--- src/rtl/uaf_pkg.sv ---
`default_nettype none

package uaf_pkg;

  // Ring geometry: RING_SIZE slots, one slot always stays empty
  localparam int RING_SIZE = 32;
  localparam int PTR_W     = (RING_SIZE > 2) ? $clog2(RING_SIZE) : 1;

  typedef logic [PTR_W-1:0] ptr_t;

  localparam ptr_t PTR_LAST = ptr_t'(RING_SIZE - 1);
  localparam ptr_t FILL_MAX = ptr_t'(RING_SIZE - 1);

  // Operation codes carried in the input item
  localparam logic [2:0] OP_LINE_RX  = 3'd0;
  localparam logic [2:0] OP_HOST_RD  = 3'd1;
  localparam logic [2:0] OP_HOST_WR  = 3'd2;
  localparam logic [2:0] OP_TX_READY = 3'd3;
  localparam logic [2:0] OP_RX_CLEAR = 3'd4;

  // Sticky error bit positions
  localparam int ERR_FRM = 3;
  localparam int ERR_OVR = 2;
  localparam int ERR_PAR = 1;
  localparam int ERR_OVF = 0;

  // One input item, unpacked
  typedef struct packed {
    logic [2:0] op;
    logic [7:0] line_byte;
    logic       line_frame_error;
    logic       line_overrun;
    logic       line_parity_error;
    logic [7:0] host_byte;
  } item_t;

  // Receive side status for the current item
  typedef struct packed {
    logic       rd_ok;
    logic       no_data;
    logic [3:0] errs;
    logic [7:0] avail;
  } rx_stat_t;

  // Transmit side status for the current item
  typedef struct packed {
    logic send;
    logic rejected;
    logic irq_en;
  } tx_stat_t;

  // Advance a ring pointer with wrap
  function automatic ptr_t ring_next(input ptr_t p);
    return (p == PTR_LAST) ? '0 : p + ptr_t'(1);
  endfunction

endpackage

`default_nettype wire

--- src/rtl/uaf_rx_ring.sv ---
`default_nettype none

module uaf_rx_ring (
  input  wire logic              clk,
  input  wire logic              rst_n,
  input  wire logic              acc,
  input  wire uaf_pkg::item_t    item,
  output uaf_pkg::rx_stat_t      stat,
  output logic [7:0]             rd_byte
);

  logic [7:0]    mem [uaf_pkg::RING_SIZE];
  uaf_pkg::ptr_t head_r, head_nxt;
  uaf_pkg::ptr_t tail_r, tail_nxt;
  uaf_pkg::ptr_t fill_r, fill_nxt;
  logic [3:0]    sticky_r, sticky_nxt;
  logic [7:0]    rd_byte_r;
  uaf_pkg::ptr_t nx_head;
  uaf_pkg::ptr_t nx_tail;
  logic          full;
  logic          empty;
  logic          is_rx;
  logic          is_rd;

  assign nx_head = uaf_pkg::ring_next(head_r);
  assign nx_tail = uaf_pkg::ring_next(tail_r);
  assign full    = (nx_head == tail_r);
  assign empty   = (head_r == tail_r);
  assign is_rx   = (item.op == uaf_pkg::OP_LINE_RX);
  assign is_rd   = (item.op == uaf_pkg::OP_HOST_RD);

  // Next pointer, count and error state
  always_comb begin
    head_nxt   = head_r;
    tail_nxt   = tail_r;
    fill_nxt   = fill_r;
    sticky_nxt = sticky_r;
    if (acc) begin
      case (item.op)
        uaf_pkg::OP_LINE_RX: begin
          if (!full) begin
            head_nxt = nx_head;
          end
          if (fill_r != uaf_pkg::FILL_MAX) begin
            fill_nxt = fill_r + uaf_pkg::ptr_t'(1);
          end
          // Drop the line flags when the byte itself is dropped
          sticky_nxt = sticky_r | (full ? 4'b0001 :
                       {item.line_frame_error, item.line_overrun,
                        item.line_parity_error, 1'b0});
        end
        uaf_pkg::OP_HOST_RD: begin
          if (!empty) begin
            tail_nxt   = nx_tail;
            sticky_nxt = '0;
            if (fill_r != '0) begin
              fill_nxt = fill_r - uaf_pkg::ptr_t'(1);
            end
          end
        end
        uaf_pkg::OP_RX_CLEAR: begin
          head_nxt = '0;
          tail_nxt = '0;
          fill_nxt = '0;
        end
        default: begin
        end
      endcase
    end
  end

  // Status reported with this item
  always_comb begin
    stat.rd_ok   = is_rd && !empty;
    stat.no_data = is_rd && empty;
    stat.errs    = (is_rd && !empty) ? sticky_r : 4'b0000;
    stat.avail   = 8'(fill_nxt);
  end

  // Control state
  always_ff @(posedge clk) begin
    if (!rst_n) begin
      head_r   <= '0;
      tail_r   <= '0;
      fill_r   <= '0;
      sticky_r <= '0;
    end else begin
      head_r   <= head_nxt;
      tail_r   <= tail_nxt;
      fill_r   <= fill_nxt;
      sticky_r <= sticky_nxt;
    end
  end

  // Byte store: write on a kept line byte, read on a host read
  always_ff @(posedge clk) begin
    if (acc && is_rx && !full) begin
      mem[nx_head] <= item.line_byte;
    end
    if (acc && is_rd) begin
      rd_byte_r <= mem[nx_tail];
    end
  end

  assign rd_byte = rd_byte_r;

endmodule

`default_nettype wire

--- src/rtl/uaf_tx_ring.sv ---
`default_nettype none

module uaf_tx_ring (
  input  wire logic              clk,
  input  wire logic              rst_n,
  input  wire logic              acc,
  input  wire uaf_pkg::item_t    item,
  output uaf_pkg::tx_stat_t      stat,
  output logic [7:0]             tx_byte
);

  logic [7:0]    mem [uaf_pkg::RING_SIZE];
  uaf_pkg::ptr_t head_r, head_nxt;
  uaf_pkg::ptr_t tail_r, tail_nxt;
  logic          irq_r, irq_nxt;
  logic [7:0]    tx_byte_r;
  uaf_pkg::ptr_t nx_head;
  uaf_pkg::ptr_t nx_tail;
  logic          full;
  logic          empty;
  logic          is_wr;
  logic          is_rdy;

  assign nx_head = uaf_pkg::ring_next(head_r);
  assign nx_tail = uaf_pkg::ring_next(tail_r);
  assign full    = (nx_head == tail_r);
  assign empty   = (head_r == tail_r);
  assign is_wr   = (item.op == uaf_pkg::OP_HOST_WR);
  assign is_rdy  = (item.op == uaf_pkg::OP_TX_READY);

  // Next pointers and interrupt enable
  always_comb begin
    head_nxt = head_r;
    tail_nxt = tail_r;
    irq_nxt  = irq_r;
    if (acc) begin
      case (item.op)
        uaf_pkg::OP_HOST_WR: begin
          if (!full) begin
            head_nxt = nx_head;
            irq_nxt  = 1'b1;
          end
        end
        uaf_pkg::OP_TX_READY: begin
          if (!empty) begin
            tail_nxt = nx_tail;
          end else begin
            irq_nxt = 1'b0;
          end
        end
        default: begin
        end
      endcase
    end
  end

  // Status reported with this item
  always_comb begin
    stat.send     = is_rdy && !empty;
    stat.rejected = is_wr && full;
    stat.irq_en   = irq_nxt;
  end

  // Control state
  always_ff @(posedge clk) begin
    if (!rst_n) begin
      head_r <= '0;
      tail_r <= '0;
      irq_r  <= 1'b0;
    end else begin
      head_r <= head_nxt;
      tail_r <= tail_nxt;
      irq_r  <= irq_nxt;
    end
  end

  // Byte store: write on an accepted host write, read on transmitter ready
  always_ff @(posedge clk) begin
    if (acc && is_wr && !full) begin
      mem[nx_head] <= item.host_byte;
    end
    if (acc && is_rdy) begin
      tx_byte_r <= mem[nx_tail];
    end
  end

  assign tx_byte = tx_byte_r;

endmodule

`default_nettype wire

--- src/rtl/uart_buffered_rx_tx_fifo_unit.sv ---
// Channel  | Dir | Ports                        | Contents
// ---------+-----+------------------------------+------------------------------------
// input    | in  | in_tvalid/in_tready/in_tdata | one event or host access, op in tuser
// result   | out | out_tvalid/out_tready/out_tdata | one status word per input item
//
// One item is accepted per cycle; its result is valid the cycle after.
// Both rings do their pointer update and store access at the accept edge,
// so back-to-back items see each other's updates with no bubble.
// The result register stalls the input only when it is full and not taken.
// Synchronous active-low reset empties both rings and clears sticky errors.
`default_nettype none

module uart_buffered_rx_tx_fifo_unit (
  input  wire logic        clk,
  input  wire logic        rst_n,
  input  wire logic        in_tvalid,
  output logic             in_tready,
  // [7:0] line_byte, [8] line_frame_error, [9] line_overrun,
  // [10] line_parity_error, [18:11] host_byte, [23:19] zero
  input  wire logic [23:0] in_tdata,
  // [2:0] op
  input  wire logic [2:0]  in_tuser,
  output logic             out_tvalid,
  input  wire logic        out_tready,
  // [7:0] read_data, [8] no_data, [9] err_frame, [10] err_overrun,
  // [11] err_parity, [12] err_buffer_overflow, [20:13] rx_available,
  // [21] line_send, [29:22] line_send_byte, [30] write_rejected,
  // [31] ready_irq_enable
  output logic [31:0]      out_tdata
);

  uaf_pkg::item_t    item;
  uaf_pkg::rx_stat_t rx_stat;
  uaf_pkg::tx_stat_t tx_stat;
  uaf_pkg::rx_stat_t rx_res_r;
  uaf_pkg::tx_stat_t tx_res_r;
  logic [7:0]        rx_byte;
  logic [7:0]        tx_byte;
  logic              out_valid_r, out_valid_nxt;
  logic              acc;

  // Unpack the input item
  assign item.op                = in_tuser;
  assign item.line_byte         = in_tdata[7:0];
  assign item.line_frame_error  = in_tdata[8];
  assign item.line_overrun      = in_tdata[9];
  assign item.line_parity_error = in_tdata[10];
  assign item.host_byte         = in_tdata[18:11];

  assign in_tready = !out_valid_r || out_tready;
  assign acc       = in_tvalid && in_tready;

  uaf_rx_ring u_rx (
    .clk     (clk),
    .rst_n   (rst_n),
    .acc     (acc),
    .item    (item),
    .stat    (rx_stat),
    .rd_byte (rx_byte)
  );

  uaf_tx_ring u_tx (
    .clk     (clk),
    .rst_n   (rst_n),
    .acc     (acc),
    .item    (item),
    .stat    (tx_stat),
    .tx_byte (tx_byte)
  );

  // Result valid: load on accept, drop when taken
  always_comb begin
    out_valid_nxt = out_valid_r;
    if (in_tready) begin
      out_valid_nxt = in_tvalid;
    end
  end

  always_ff @(posedge clk) begin
    if (!rst_n) begin
      out_valid_r <= 1'b0;
    end else begin
      out_valid_r <= out_valid_nxt;
    end
  end

  // Hold result status until the next accept
  always_ff @(posedge clk) begin
    if (acc) begin
      rx_res_r <= rx_stat;
      tx_res_r <= tx_stat;
    end
  end

  // Pack the result item; store bytes show only on a successful pop
  assign out_tvalid = out_valid_r;
  assign out_tdata  = {tx_res_r.irq_en,
                       tx_res_r.rejected,
                       tx_res_r.send ? tx_byte : 8'h00,
                       tx_res_r.send,
                       rx_res_r.avail,
                       rx_res_r.errs[uaf_pkg::ERR_OVF],
                       rx_res_r.errs[uaf_pkg::ERR_PAR],
                       rx_res_r.errs[uaf_pkg::ERR_OVR],
                       rx_res_r.errs[uaf_pkg::ERR_FRM],
                       rx_res_r.no_data,
                       rx_res_r.rd_ok ? rx_byte : 8'h00};

`ifndef SYNTH
  // Never load a new item over a result that is still stalled
  a_no_overwrite: assert property (@(posedge clk) disable iff (!rst_n)
    !(acc && out_valid_r && !out_tready))
    else $error("item accepted over a stalled result");

  // A full transmit ring always has the ready interrupt enabled
  a_full_irq: assert property (@(posedge clk) disable iff (!rst_n)
    (out_valid_r && tx_res_r.rejected) |-> tx_res_r.irq_en)
    else $error("write rejected with ready interrupt disabled");

  // An empty read returns no byte and no errors
  a_empty_read: assert property (@(posedge clk) disable iff (!rst_n)
    (out_valid_r && rx_res_r.no_data) |-> (!rx_res_r.rd_ok && rx_res_r.errs == 4'b0000))
    else $error("empty read returned data or errors");

  // A pop and a send never come from the same item
  a_one_path: assert property (@(posedge clk) disable iff (!rst_n)
    out_valid_r |-> !(rx_res_r.rd_ok && tx_res_r.send))
    else $error("receive pop and transmit send on one item");
`endif

endmodule

`default_nettype wire

--- config.mk ---
export PLATFORM = sky130hd
export DESIGN_NAME = uart_buffered_rx_tx_fifo_unit
export DESIGN_NICKNAME = d
export VERILOG_FILES = /design/src/rtl/uaf_pkg.sv /design/src/rtl/uaf_rx_ring.sv /design/src/rtl/uaf_tx_ring.sv /design/src/rtl/uart_buffered_rx_tx_fifo_unit.sv
export SDC_FILE = /design/constraint.sdc
export NUM_CORES = 1
export LEC_CHECK = 0
export BUFFER_PORTS_ARGS = -buffer_cell sky130_fd_sc_hd__buf_2
export CORE_UTILIZATION = 45
export DETAILED_ROUTE_END_ITERATION = 7
export PLACE_DENSITY_LB_ADDON = 0.15
export SLEW_MARGIN = 40
export SYNTH_ARGS = -nofsm -noshare
export SYNTH_HDL_FRONTEND = slang
export SYNTH_SLANG_ARGS = --single-unit
--- constraint.sdc ---
create_clock -name clk -period 2.8 [get_ports clk]
set_clock_uncertainty 0.1 [all_clocks]
set_input_delay 0.28 -clock clk [delete_from_list [all_inputs] [get_ports clk]]
set_output_delay 0.28 -clock clk [all_outputs]
set_load 0.01 [all_outputs]
==> impl_metrics.env, run 1 <==
export IMPL_maxSlewHeadroom=0.487
export IMPL_clk_latency_ns=0.61
export IMPL_fmax_ghz=0.370
export IMPL_p_per_area_mw_per_mm2=603
export IMPL_drive_gt1_frac=0.230
export IMPL_criticalPathCategory="reg2reg"
export IMPL_clock_sinks=573
export IMPL_synth_ff_type="edfxtp_1"
export IMPL_dp_cells=2419
export IMPL_dieArea_sq_mm=0.0546
export IMPL_rr_endpoint="u_tx.mem[7][1]"
export IMPL_num_rows=84
export IMPL_overflow=0
export IMPL_cts_tree="yes"
export IMPL_synthCells=1636
export IMPL_endpoint="u_tx.mem[7][1]"
export IMPL_synth_seq_cells=573
export IMPL_critPathArrivalTime_ns=2.89
export IMPL_holdWs_ns=0.0496
export IMPL_yosys_warnings=0
export IMPL_cts_buffers=58
export IMPL_cp_end_kind="register"
export IMPL_final_common_cell="edfxtp_1"
export IMPL_hold_viol_final=0
export IMPL_cp_required_ns=2.98
export IMPL_drtPass1Iterations=8
export IMPL_synth_cell_type_count=82
export IMPL_fill_cells=4390
export IMPL_fin_nets=1850
export IMPL_grt_pass1_vias=14315
export IMPL_power_frac_clock=0.420
export IMPL_synth_top_area_frac=0.674
export IMPL_cts_root_buf="clkbuf_16"
export IMPL_synth_enable_flop_cells=542
export IMPL_grt_max_degree=52
export IMPL_route_antenna_remaining_nets=0
export IMPL_outcome="finished clean"
export IMPL_period_minus_slack_ns=2.71
export IMPL_io_pins=65
export IMPL_instances_no_fill=2538
export IMPL_htreeDepth=2
export IMPL_reg2regPathDepth=9
export IMPL_cap_violations=0
export IMPL_power_internal_mw=13.6
export IMPL_combPwrFrac=0.031
export IMPL_place_congestion=0.870
export IMPL_grt_pass1_wl_um=87000
export IMPL_final_cell_mix="edfxtp_1, buf_4, mux2i_1"
export IMPL_drcViolationCount=0
export IMPL_initial_core_util=0.458
export IMPL_finalCritPeriodShare=0.966
export IMPL_crit_path_start_kind="register"
export IMPL_tightestPinTransition_ns=0.769
export IMPL_totalWireLength_um=57500
export IMPL_crit_start="u_tx.head_r[1]"
export IMPL_multi_input_area_sq_mm=0.00706
export IMPL_core_region_area_sq_mm=0.0528
export IMPL_portBuffers=56
export IMPL_synth_avg_cell_area_sq_um=14.8
export IMPL_cts_clk_slew_worst_paths_ns=0.06
export IMPL_finalMaxSlewViolations=0
export IMPL_synth_seq_area_share=0.699
export IMPL_die_h_um=234
export IMPL_grt_usage=0.213
export IMPL_die_x_um=234
export IMPL_dr_total_vias=14442
export IMPL_register_area_sq_mm=0.0169
export IMPL_cp_max_fo=9
export IMPL_synthArstFlopShare=0
export IMPL_hpwlAfterDp_um=37500
export IMPL_reg2reg_setup_slack_ns=0.09
export IMPL_dpl_cell_area_sq_mm=0.0264
export IMPL_vdd_drop_max_v=0.000560
export IMPL_rr_startpoint="u_tx.head_r[1]"
export IMPL_setup_violations=0
export IMPL_holdCritPathClass="in2reg"
export IMPL_antenna_found_initial=0
export IMPL_num_antenna_cells=0
export IMPL_fin_area_sq_mm=0.0284
export IMPL_clk_path_buf_depth=3
export IMPL_viasPerCell=5.69
export IMPL_drtIter0Drc=1166
export IMPL_switching_share=0.204
export IMPL_synth_area_sq_mm=0.0242
export IMPL_p_seq_frac=0.549
export IMPL_syn_to_final_growth_pct=17.7
export IMPL_synth_area_leaders="edfxtp_1, mux2i_1, dfxtp_1"
export IMPL_power_leakage_nw=9.33
export IMPL_synth_largest_area_cell="edfxtp_1"
export IMPL_avgRoutedWirePerCell_um=22.6
export IMPL_switchingPower_mw=3.50
[logic make-up (layout without fill, tap and decap cells)]
kind of cell,after synthesis,count (layout),share of synthesized area
AO/OA/AOI/OAI,268,268,0.0704
flip-flops,573,573,0.699
AND/OR/NAND/NOR,486,486,0.112
buffers and inverters,124,336,0.0273
other,1,3,0.000155
multiplexers,142,142,0.0716
XOR/XNOR,28,28,0.0122
adder cells (fa/ha/maj),14,14,0.00725
[critical path: stages (launching register included)]
cell	delay (ns)
dfxtp_1	0.33
ha_2	0.18
and3_4	0.19
ha_4	0.16
nor2_1	0.04
mux2_4	0.29
buf_4	0.17
or4_1	0.49
buf_6	0.18
nor2_4	0.25
[state kept, by name (all words and copies together), names as in the netlist]
name	count
u_rx.rd_byte	8
u_rx.fill_r	5
u_rx.head_r	5
u_tx.head_r	5
u_tx.mem	256
u_tx.tx_byte	8
rx_res_r	1
u_rx.sticky_r	4
out_tdata	13
u_tx.tail_r	5
out_tvalid	1
u_rx.tail_r	5
u_rx.mem	256
u_tx.irq_r	1
[layer usage]
layer | global-route usage | wire length, um | share of wire
met1 | 0.277 | 24200 | 0.42
met4 | 0.0580 | 1400 | 0.024
met5 | 0 | 0 | 0
met3 | 0.0302 | 2510 | 0.044
met2 | 0.373 | 29400 | 0.51
[Yosys cell counts (3+ instances only)]
master / n
a21boi_0: 4
nor2_1: 101
o22ai_1: 44
ha_1: 14
or3_1: 4
nor3_1: 7
xnor2_1: 11
a21boi_1: 3
o221ai_1: 3
nand3_2: 3
o21ai_1: 7
mux4_2: 22
a31oi_1: 70
nor2b_1: 15
edfxtp_1: 542
nand2b_1: 6
o211ai_1: 14
nor4_2: 6
clkbuf_1: 38
buf_4: 32
and2_1: 29
buf_2: 29
nand4_1: 28
inv_1: 9
nor4_1: 9
mux2i_1: 101
xor2_1: 12
a21oi_1: 62
and3_1: 73
nor3b_1: 34
buf_6: 5
a22o_1: 7
mux2_2: 16
nand2_1: 71
nand3b_1: 7
o21ai_0: 19
a211oi_1: 17
dfxtp_1: 31
buf_1: 8
nand3_1: 67
[final cells by class]
cell class | instances | share of cell area
Multi-Input combinational cell | 941 | 0.248
Tap cell | 688 | 0.0303
Clock buffer | 77 | 0.0550
Timing Repair Buffer | 220 | 0.0642
Sequential cell | 573 | 0.594
Inverter | 11 | 0.00145
Clock inverter | 28 | 0.00629
[power by group through the flow]
stage                     registers, mW  logic, mW  clock network (mW)
after floorplan                    9.59      0.239                   0
after global placement             9.59      0.507                   0
after detailed placement           9.59      0.518                   0
after CTS                          9.41      0.527                7.37
after global routing               9.41      0.572                7.68
final                              9.41      0.524                7.20
[stage by stage]
step | setup TNS (ns) | utilization | total power [mW] | setup slack (ns)
6_report | 0 | 0.539 | 17.1 | 0.0940
5_1_grt | -0.0701 | 0.539 | 17.7 | -0.0700
4_1_cts | 0 | 0.535 | 17.3 | 0.00286
3_5_place_dp | -0.387 | 0.499 | 10.1 | -0.0761
3_3_place_gp | -0.0207 | 0.499 | 10.1 | -0.0106
2_1_floorplan | 0 | - | 9.83 | 0.00912
[worst min path at each step]
stage	slack, ns	cells past startpoint	start	to
2_1_floorplan	0.28	0	in_tdata[0]	u_rx.mem[0][0]
3_3_place_gp	0.34	1	u_rx.sticky_r[0]	u_rx.sticky_r[0]
3_5_place_dp	0.36	1	u_rx.sticky_r[0]	u_rx.sticky_r[0]
4_1_cts	0.0004	2	in_tuser[0]	out_tdata[30]
5_1_grt	0.02	2	in_tuser[0]	out_tdata[30]
6_report	0.05	2	in_tuser[0]	out_tdata[30]
[timing repair]
item,in CTS,in global routing
hold buffers,7,0
gates resized for setup,3,26
hold endpoints to repair,5,0
setup buffers,1,4
pin swaps,3,12
endpoints found under the setup margin,31,420
cloned,0,2
Power figures use the tool's default switching activity.
==> run 2: changes to the inputs <==
--- a/config.mk
+++ b/config.mk
@@ -8,8 +8,8 @@
 export BUFFER_PORTS_ARGS = -buffer_cell sky130_fd_sc_hd__buf_2
 export CORE_UTILIZATION = 45
 export DETAILED_ROUTE_END_ITERATION = 7
-export PLACE_DENSITY_LB_ADDON = 0.15
 export SLEW_MARGIN = 40
 export SYNTH_ARGS = -nofsm -noshare
 export SYNTH_HDL_FRONTEND = slang
+export SYNTH_HIERARCHICAL = 1
 export SYNTH_SLANG_ARGS = --single-unit
==> run 2 against run 1 <==
Clock power rose by 8.2%. Global-route usage down 0.30 points. Synthesized area decreased by 0.53%. Core utilization is 1.8 points higher. Power grew 4.5%. Sequential share of layout area decreased by 1.5 points. Flip-flop and latch count rose by 3. First-iteration DRC count shrank 15%. Largest cell class unchanged. Combinational power is 27% higher.
==> impl_metrics.env, run 2 <==
export IMPL_drcViolationCount=0
export IMPL_power_leakage_nw=9.80
export IMPL_io_pins=65
export IMPL_power_frac_clock=0.435
export IMPL_synth_top_area_frac=0.681
export IMPL_setup_violations=0
export IMPL_cp_max_fo=8
export IMPL_cap_violations=0
export IMPL_yosysMostFrequentCell="edfxtp_1"
export IMPL_cts_clk_slew_worst_paths_ns=0.06
export IMPL_clk_latency_ns=0.61
export IMPL_finalMaxSlewViolations=0
export IMPL_viasPerCell=5.69
export IMPL_cp_required_ns=3.05
export IMPL_portBuffers=59
export IMPL_cts_root_buf="clkbuf_16"
export IMPL_final_cell_mix="edfxtp_1, nand2_1, buf_4"
export IMPL_finalCritPeriodShare=0.984
export IMPL_die_h_um=233
export IMPL_route_antenna_remaining_nets=0
export IMPL_combPwrFrac=0.037
export IMPL_fmax_ghz=0.363
export IMPL_vdd_drop_max_v=0.000510
export IMPL_htreeDepth=2
export IMPL_synth_area_leaders="edfxtp_1, mux4_2, mux2i_1"
export IMPL_final_common_cell="edfxtp_1"
export IMPL_dr_total_vias=14000
export IMPL_die_x_um=233
export IMPL_num_rows=84
export IMPL_synth_ff_type="edfxtp_1"
export IMPL_yosys_top_cells_count="edfxtp_1, nand2_1, nand3_1"
export IMPL_totalWireLength_um=56000
export IMPL_synthArstFlopShare=0
export IMPL_cp_end_kind="register"
export IMPL_grt_pass1_vias=14089
export IMPL_maxSlewHeadroom=0.505
export IMPL_yosys_warnings=6
export IMPL_initial_core_util=0.457
export IMPL_synth_cell_type_count=78
export IMPL_rr_startpoint="u_rx/head_r[0]"
export IMPL_holdWs_ns=0.0570
export IMPL_p_per_area_mw_per_mm2=611
export IMPL_critPathArrivalTime_ns=3.01
export IMPL_overflow=0
export IMPL_period_minus_slack_ns=2.76
export IMPL_outcome="finished clean"
export IMPL_num_antenna_cells=0
export IMPL_crit_start="u_rx/head_r[0]"
export IMPL_hpwlAfterDp_um=35400
export IMPL_power_internal_mw=14.3
export IMPL_grt_pass1_wl_um=85600
export IMPL_hp_start="rst_n"
export IMPL_holdCritPathClass="in2reg"
export IMPL_fill_cells=4074
export IMPL_p_seq_frac=0.528
export IMPL_finalPower_mw=17.9
export IMPL_synth_seq_cells=576
export IMPL_switching_share=0.202
export IMPL_crit_path_start_kind="register"
export IMPL_synth_area_sq_mm=0.0240
export IMPL_avgRoutedWirePerCell_um=22.8
export IMPL_tightestPinTransition_ns=0.743
export IMPL_dieArea_sq_mm=0.0543
export IMPL_grt_max_degree=53
export IMPL_antenna_found_initial=0
export IMPL_hold_viol_final=0
export IMPL_synth_seq_area_share=0.707
export IMPL_reg2reg_setup_slack_ns=0.04
export IMPL_switchingPower_mw=3.61
export IMPL_synth_avg_cell_area_sq_um=15.8
export IMPL_syn_to_final_growth_pct=22.0
export IMPL_cts_buffers=58
export IMPL_clk_path_buf_depth=3
export IMPL_cts_tree="yes"
export IMPL_clock_sinks=576
export IMPL_drtIter0Drc=989
export IMPL_drtPass1Iterations=5
export IMPL_finalSetupTns_ns=0
export IMPL_drive_gt1_frac=0.298
export IMPL_core_region_area_sq_mm=0.0527
export IMPL_rsz0062_at_grt="yes"
export IMPL_synthCells=1521
export IMPL_fin_nets=1768
export IMPL_synth_largest_area_cell="edfxtp_1"
export IMPL_criticalPathCategory="reg2reg"
export IMPL_place_congestion=0.824
export IMPL_synth_enable_flop_cells=545
export IMPL_grt_usage=0.210
## run 2: cell types whose count changed after synthesis, sizes merged, moves of 18 or more
cell   change
and3      -30
a21oi     -26
nand2     +76
nor3b     -30
a31oi     -31
nor3      +18
nor2      -30
mux4      +53
o22ai     -44
mux2i     -38
## run 2: final timing paths
check                          end  depth (start not counted)
hold reg to reg   u_rx/sticky_r[3]                          1
hold / removal    u_rx/sticky_r[0]                          2
setup reg to reg    u_rx/mem[4][3]                         12
setup / recovery    u_rx/mem[4][3]                         12
## run 2: cell type report
class	instances	area [sq um]	area share
Timing Repair Buffer	239	2240	0.0764
Multi-Input combinational cell	837	7270	0.248
Inverter	11	41.3	0.00141
Clock buffer	69	1510	0.0516
Sequential cell	576	17000	0.579
Tap cell	688	861	0.0294
Clock inverter	39	409	0.0139
## run 2: worst max-delay path, stage by stage (launching register included)
cell and delay (ns):
dfxtp_2 0.32, ha_1 0.20, and3_1 0.19, ha_2 0.18, buf_4 0.16, nor2b_2 0.14
xnor2_1 0.14, nand3_2 0.14, buf_4 0.17, o311ai_2 0.29, buf_6 0.22, nor2_1 0.06
buf_4 0.19
## run 2: power groups by stage
stage	sequential, mW	combinational [mW]	clock [mW]
after CTS	9.46	0.651	7.97
after floorplan	9.64	0.323	0
final	9.46	0.667	7.79
after detailed placement	9.64	0.610	0
after global placement	9.64	0.601	0
after global routing	9.46	0.721	8.27
## run 2: cells by family after synthesis
logic type | count (synthesis) | synth area share
compound gates | 173 | 0.0519
xor+xnor | 26 | 0.0112
fa+ha+maj | 14 | 0.00729
buf+inv | 110 | 0.0227
flops | 576 | 0.707
mux | 151 | 0.103
other cells | 1 | 0.000156
simple gates | 470 | 0.0972
## run 2: timing repair
action / in CTS / in global routing
pin swaps: 14 / 16
setup endpoints to repair: 477 / 363
cloned: 1 / 3
hold buffers: 5 / 0
endpoints found under the hold margin: 4 / 0
setup buffers: 17 / 20
resized for setup: 46 / 22
## run 2: through the flow
step / instances / setup slack [ns] / utilization / instance area (sq um)
6_report: 2459 / 0.0449 / 0.557 / 29300
4_1_cts: 2436 / 0.000166 / 0.550 / 29000
3_5_place_dp: 2305 / -0.242 / 0.503 / 26500
3_3_place_gp: 2305 / -0.167 / 0.503 / 26500
2_1_floorplan: 1523 / -0.00820 / - / 24500
5_1_grt: 2459 / -0.0482 / 0.557 / 29300
## run 2: per-layer routing
layer	track usage	vias up	routed length [um]
li1	-	6359	-
met1	0.273	7178	23000
met2	0.367	383	29000
met3	0.0267	80	2580
met4	0.0656	0	1390
met5	0	-	0
==> run 3: changes to the inputs <==
--- a/config.mk
+++ b/config.mk
@@ -7,7 +7,9 @@
 export LEC_CHECK = 0
 export BUFFER_PORTS_ARGS = -buffer_cell sky130_fd_sc_hd__buf_2
 export CORE_UTILIZATION = 45
+export CTS_BUF_LIST = sky130_fd_sc_hd__clkbuf_8
 export DETAILED_ROUTE_END_ITERATION = 7
+export SETUP_SLACK_MARGIN = 0.2
 export SLEW_MARGIN = 40
 export SYNTH_ARGS = -nofsm -noshare
 export SYNTH_HDL_FRONTEND = slang
==> run 3 against run 2 <==
Flip-flop and latch count stayed put. Hold slack worse by 0.011 ns. Critical path type unchanged. Critical path depth is 2 lower. First-iteration DRC count grew 4.6%. Sequential share of layout area decreased by 1.7 points. Count of clock-buffer cells in the layout up 27. Largest cell class unchanged. Combinational power is 8.2% higher. Global-route usage rose by 0.81 points. Clock power shrank 13%. Critical endpoint is now u_rx/mem[7][7]. Sequential power is essentially flat.
==> impl_metrics.env, run 3 (synthesis results as in run 2) <==
export IMPL_cp_max_fo=8
export IMPL_portBuffers=59
export IMPL_cts_clk_slew_worst_paths_ns=0.06
export IMPL_die_h_um=233
export IMPL_syn_to_final_growth_pct=25.8
export IMPL_clk_path_buf_depth=3
export IMPL_dpl_cell_area_sq_mm=0.0267
export IMPL_vdd_drop_max_v=0.000462
export IMPL_drcViolationCount=0
export IMPL_dp_slack_ns=-0.185
export IMPL_power_leakage_nw=10.2
export IMPL_tightestPinTransition_ns=0.745
export IMPL_grt_usage=0.218
export IMPL_cp_required_ns=3.09
export IMPL_dieArea_sq_mm=0.0543
export IMPL_core_region_area_sq_mm=0.0527
export IMPL_dr_total_vias=14384
export IMPL_fin_ws_ns=0.0735
export IMPL_slowest_stage="or4_4"
export IMPL_drive_gt1_frac=0.347
export IMPL_setup_violations=0
export IMPL_avgRoutedWirePerCell_um=22.7
export IMPL_htreeDepth=3
export IMPL_grt_pass1_wl_um=88200
export IMPL_fmax_ghz=0.367
export IMPL_clk_latency_ns=0.68
export IMPL_route_antenna_remaining_nets=0
export IMPL_totalWireLength_um=58100
export IMPL_max_stage_delay_ns=0.53
export IMPL_initial_core_util=0.457
export IMPL_cts_buffers=94
export IMPL_antenna_found_initial=1
export IMPL_cts_root_buf="clkbuf_8"
export IMPL_crit_buf_inv=3
export IMPL_fin_nets=1845
export IMPL_finalMaxSlewViolations=0
export IMPL_reg2reg_setup_slack_ns=0.07
export IMPL_overflow=0
export IMPL_place_congestion=0.856
export IMPL_cts_tree="yes"
export IMPL_crit_path_start_kind="register"
export IMPL_outcome="finished clean"
export IMPL_fin_area_sq_mm=0.0303
export IMPL_grt_pass1_vias=14700
export IMPL_maxSlewHeadroom=0.503
export IMPL_num_rows=84
export IMPL_holdWs_ns=0.0458
export IMPL_worstPathCellList="ha_4 > and3_4 > ha_4 > nor2_1 > mux2_4 > buf_12 > or4_4 > buf_6 > nor3_4 > buf_12"
export IMPL_p_per_area_mw_per_mm2=560
export IMPL_clock_sinks=576
export IMPL_drtPass1Iterations=5
export IMPL_grt_max_degree=72
export IMPL_cap_violations=0
export IMPL_hold_viol_final=0
export IMPL_viasPerCell=5.61
export IMPL_criticalPathCategory="reg2reg"
export IMPL_die_x_um=233
export IMPL_final_common_cell="edfxtp_1"
export IMPL_crit_family="simple AND/OR/NAND/NOR gates"
export IMPL_final_cell_mix="edfxtp_1, nand2_1, buf_4"
export IMPL_period_minus_slack_ns=2.73
export IMPL_critPathArrivalTime_ns=3.02
export IMPL_cp_end_kind="register"
export IMPL_drtIter0Drc=1034
export IMPL_io_pins=65
export IMPL_hpwlAfterDp_um=35400
export IMPL_finalCritPeriodShare=0.974
export IMPL_final_core_util=0.575
export IMPL_holdCritPathClass="in2reg"
export IMPL_finalSetupTns_ns=0
export IMPL_rsz0062_at_grt="yes"
## run 3: cell count changes in the layout (fill, tap and decap cells not counted), moves of 17 or more
cell | previous run | this run
nor2_4 | 37 | 54
inv_1 | 11 | 32
buf_6 | 4 | 23
clkbuf_16 | 62 | 2
clkbuf_8 | 0 | 96
buf_12 | 38 | 55
## run 3: cell type report
type	instances	area [sq um]
fill	3987	22400
sequential	576	17000
multi-input combinational	838	7710
timing repair buffer	279	2910
clock buffer	96	1320
tap	688	861
clock inverter	73	400
inverter	11	41.3
antenna	1	2.50
## run 3: repair_timing
action                                  CTS  global route
gates cloned                              6             2
hold endpoints to repair                 45             0
hold buffers                              9             0
setup buffers                            49            13
endpoints found under the setup margin  526           518
pin swaps                                54            32
gates resized for setup                 148            33
## run 3: worst register-to-register path, cell delays in order, from the launching register on
cell and delay [ns]:
dfxtp_2 0.35, ha_4 0.14, and3_4 0.19, ha_4 0.14
nor2_1 0.04, mux2_4 0.31, buf_12 0.15, or4_4 0.53
buf_6 0.17, nor3_4 0.16, buf_12 0.16
## run 3: layer usage
metal,global-route usage,routed length (um)
met2,0.370,29600
met3,0.0431,2950
met4,0.0762,1590
met5,0,0
met1,0.280,24000
## run 3: worst paths after layout
check | endpoint | cells after the start | startpoint
worst max register to register | u_rx/mem[7][7] | 10 | u_rx/head_r[1]
worst min register to register | u_rx/sticky_r[1] | 1 | u_rx/sticky_r[1]
worst max-delay path | u_rx/mem[7][7] | 10 | u_rx/head_r[1]
worst min-delay path | u_rx/mem[12][6] | 1 | in_tdata[6]
## run 3: report_power, final
group	internal, mW	leakage [nW]	switching, mW
sequential	9.45	5.17	0.0152
clock	3.47	0.963	3.28
combinational	0.314	4.09	0.409
## run 3: through the flow
step	instances	power (mW)
after floorplan	1523	9.96
after global placement	2313	10.3
after detailed placement	2313	10.3
after CTS	2546	17.1
after global routing	2561	17.5
final	2562	16.9
